<file path="src/rtl/core/sprnn_div.sv">
// Iterative restoring divider, one quotient bit per cycle.
module sprnn_div #(
   parameter int DW = 24,
   parameter int NW = 5
) (
   input  logic          clock,
   input  logic          reset,
   input  logic          start,
   input  logic [DW-1:0] dividend,
   input  logic [NW-1:0] divisor,
   output logic          done,
   output logic [DW-1:0] quotient
);

   localparam int CW = $clog2(DW + 1);

   logic [DW-1:0] quo_ff, quo_in;
   logic [NW-1:0] rem_ff, rem_in;
   logic [NW-1:0] dsr_ff, dsr_in;
   logic [CW-1:0] cnt_ff, cnt_in;
   logic          done_ff, done_in;
   logic [NW:0]   shifted;
   logic [NW+1:0] diff;

   always_comb begin
      shifted = {rem_ff, quo_ff[DW-1]};
      diff    = {1'b0, shifted} - {2'b00, dsr_ff};
      quo_in  = quo_ff;
      rem_in  = rem_ff;
      dsr_in  = dsr_ff;
      cnt_in  = cnt_ff;
      done_in = 1'b0;
      if (start) begin
         quo_in = dividend;
         rem_in = '0;
         dsr_in = divisor;
         cnt_in = CW'(DW);
      end else if (cnt_ff != '0) begin
         if (!diff[NW+1]) begin
            rem_in = diff[NW-1:0];
            quo_in = {quo_ff[DW-2:0], 1'b1};
         end else begin
            rem_in = shifted[NW-1:0];
            quo_in = {quo_ff[DW-2:0], 1'b0};
         end
         cnt_in  = cnt_ff - 1'b1;
         done_in = (cnt_ff == CW'(1));
      end
   end

   always_ff @(posedge clock) begin
      if (reset) begin
         cnt_ff  <= '0;
         done_ff <= 1'b0;
      end else begin
         cnt_ff  <= cnt_in;
         done_ff <= done_in;
      end
      quo_ff <= quo_in;
      rem_ff <= rem_in;
      dsr_ff <= dsr_in;
   end

   assign done     = done_ff;
   assign quotient = quo_ff;

endmodule

</file>
<file path="config.mk">
export PLATFORM = sky130hd
export DESIGN_NAME = sprnn_div
export DESIGN_NICKNAME = d
export VERILOG_FILES = /design/src/rtl/core/sprnn_div.sv
export SDC_FILE = /design/constraint.sdc
export NUM_CORES = 1
export LEC_CHECK = 0
export ABC_AREA = 1
export BUFFER_PORTS_ARGS = -buffer_cell sky130_fd_sc_hd__buf_2
export CORE_ASPECT_RATIO = 1.2
export CORE_MARGIN = 3
export CORE_UTILIZATION = 25
export DETAILED_ROUTE_END_ITERATION = 12
export GPL_ROUTABILITY_DRIVEN = 0
export PLACE_DENSITY = 0.43
export SKIP_CTS_REPAIR_TIMING = 1
export SLEW_MARGIN = 20
export SYNTH_ARGS = -nofsm -noshare
export SYNTH_HDL_FRONTEND = slang
export SYNTH_SLANG_ARGS = --single-unit
</file>
<file path="constraint.sdc">
create_clock -name clock -period 1.8 [get_ports clock]
set_clock_uncertainty 0.1 [all_clocks]
set_input_delay 0.09 -clock clock [delete_from_list [all_inputs] [get_ports clock]]
set_output_delay 0.09 -clock clock [all_outputs]
set_load 0.02 [all_outputs]
</file>
==> reports/results.txt <==
run status - finished, violations left
violated checks - hold timing
GR peak layer - met2
fin. max-slew vios - 0
final worst setup slack - 0.0222 ns
Avg Cell Area, Syn - 9.32 um2
antenna cells - 0
R2R setup slack - 0.02 ns
MaxCap Viol Count - 0
total power - 3.08 mW
root buffer cell - clkbuf_8
number of synthesized flops with an enable pin - 29
pwr dens - 1110 nW/um2
die width - 86.6 um
Yosys reg bits - 40
worst-margin pin slew - 0.423 ns
largest net degree at the start of global routing - 29
mux contribution to synthesized area - 0%
Ys Warns - 0
CTS H-Tree Depth - 2
vias - 1,628
layout cells sized above 1 - 31.6%
I/O pin count - 57
commonest cells in the netlist - nand2_1, edfxtp_1, inv_1, dfxtp_1
syn nets - 250
min-delay worst type - input pin to flip-flop
Yosys cell types - 31
DRC - 0
top-area cell type share of the netlist area - 44.7%
minimum clock period - 1.78 ns
Async SR Flop Fraction - 0%
Final Core Density - 37.6%
IO buf count - 56
CTS tree - done
global-route met1 utilization - 12.4%
Syn Inst Count - 209
crit-path max cell delay - 0.42 ns
NumNets Final - 341
total track usage - 10.1%
reg2reg end - rem_ff[1]
Die Area - 8890 um2
routing usage on met2 - 16.9%
initial core utilization - 26.3%
fin crit share - 98.8%
unrepaired setup endpoints after global routing - true
clk buf depth - 2
reg2reg path depth - 11
global-route wire length before repair - 6930 um
XOR/XNOR share of the synthesized area - 0.900%
met3 track demand over resource - 1.76%
Compound-Gate Fraction of Synth Area - 2.83%
slowest CP cell - edfxtp_1
clk_lat worst skew - 0.29 ns
DP Worst Slack - 0.0366 ns
routed len/inst - 12.0 um
Crit Path Class - flip-flop to flip-flop
largest family of logic cells by synthesized area - simple AND/OR/NAND/NOR gates
sequential share of the synthesized area - 56.0%
Arr. time, crit path - 1.92 ns
initial drt markers - 59
Min Hold Slack - -0.00986 ns
top-count cell post-synth - nand2_1
Inserted Clock Buffers - 5
Rows - 34
final WL - 4680 um
Final setup viols - 0
Post-Syn Area - 1950 um2
Worst Setup End Kind - flip-flop
Leakage - 1.33 nW
CP startpoint kind - flip-flop
crit-path cells - inv_2, ha_4, inv_2, fa_2, nand2_2, nand2_2, nand3_4, nand2_4, nand2_2, nand3_2, nand2_1
synth top area cells - edfxtp_1, nand2_1, dfxtp_1
Synth Area in Simple Gates - 29.0%
most frequent CP cell - nand2_2
Worst slew margin - 71.7%
Main synth FF type - edfxtp_1
Layout area overhead - 42.8%
Setup crit end - rem_ff[1]
worst ir drop on vdd - 0.405 mV
core area - 7400 um2
Max FO, Critical Path - 7
Die H - 103 um
Via-to-Cell Ratio - 4.16
reg2reg start - quotient[23]
register clock-pin slew on the reported worst setup and hold paths - 0.08 ns
vias in the first global route - 1,494
Final Hold Viols - 1
adder-cell area share of the yosys netlist - 6.17%
clock sinks - 40
dpl hpwl - 3230 um
Yosys top cell by area - edfxtp_1
Data required, critical path - 1.94 ns
initial antenna violation count - 0
ANT nets after route - 0
Fmax - 562 MHz
First-pass DRT Iterations - 4
Setup crit start - quotient[23]
grt total ovfl - 0
## how the worst min path moves through the flow
stage                startpoint     endpoint  slack [ns]  depth (start not counted)
floorplan                 reset    cnt_ff[3]        0.06                          1
global placement     divisor[3]    dsr_ff[3]        0.17                          1
detailed placement   divisor[2]    dsr_ff[2]        0.17                          1
CTS                       reset    cnt_ff[3]       -0.15                          2
global route        dividend[2]  quotient[2]      0.0002                          3
finish              dividend[2]  quotient[2]       -0.01                          3
## worst max-delay path, delay by kind of cell, from the launching register on
kind | cells | cell delay (ns)
buffers and inverters | 2 | 0.14
AND/OR/NAND/NOR | 7 | 0.59
flip-flops | 1 | 0.42
adder cells (fa/ha/maj) | 2 | 0.49
## metrics by stage
step | TNS, ns | cells | cell area, um2 | hold slack [ns]
final | 0 | 391 | 2780 | -0.00986
after detailed placement | 0 | 355 | 2370 | 0.169
after floorplan | 0 | 209 | 1950 | 0.0591
after CTS | 0 | 363 | 2460 | -0.149
after global routing | -0.204 | 391 | 2780 | 0.000197
after global placement | 0 | 355 | 2370 | 0.167
## per-layer routing
layer / part of all wire [%] / vias up
li1: - / 857
met3: 3.2 / 5
met2: 51 / 26
met4: 1.8 / 0
met1: 44 / 740
met5: 0 / -
## final cells by class
class                   instances  area, um2
fillers                       797       4620
clock inverters                 3       18.8
inverters                      18       75.1
well taps                      90        113
flip-flops and latches         40       1090
repair buffers                 89        608
clock buffers                   5       68.8
multi-input cells             146        806
## flip-flops by register name, indices dropped and copies added (netlist names)
| signal | count |
|---|---|
| dsr_ff | 5 |
| quotient | 24 |
| rem_ff | 5 |
| cnt_ff | 5 |
| done | 1 |
## logic make-up (layout without fill, tap and decap cells)
| logic type | count (synthesis) | count (layout) |
|---|---|---|
| AO/OA/AOI/OAI | 9 | 9 |
| XOR/XNOR | 2 | 2 |
| buffers and inverters | 23 | 115 |
| flip-flops | 40 | 40 |
| adder cells (fa/ha/maj) | 9 | 9 |
| AND/OR/NAND/NOR | 126 | 126 |
## layout by cell type, fill, tap and decap left out, types with 2 or more instances in the layout
cell type	synthesis	layout
buf_4	1	5
a21oi_1	4	4
nand3_1	8	5
dfxtp_1	11	11
ha_1	8	7
nand2_4	1	2
nand3_4	2	2
nand2_1	96	91
buf_2	3	56
edfxtp_1	29	29
inv_2	1	3
inv_1	15	12
clkbuf_8	0	5
dlygate4sd3_1	0	27
nor2_4	2	2
nor2_1	6	6
nand2_2	2	6
clkinvlp_4	0	3
xnor2_1	2	2
nand3_2	0	3
nand3b_1	3	3
nor3_1	2	2
## power by group
group	total, mW	switching (mW)	leakage, nW	internal, mW
Sequential	1.31	0.119	0.396	1.19
Clock	0.595	0.327	0.0378	0.268
Combinational	1.17	0.693	0.898	0.478
No activity file was read; power rests on OpenSTA's default activity.
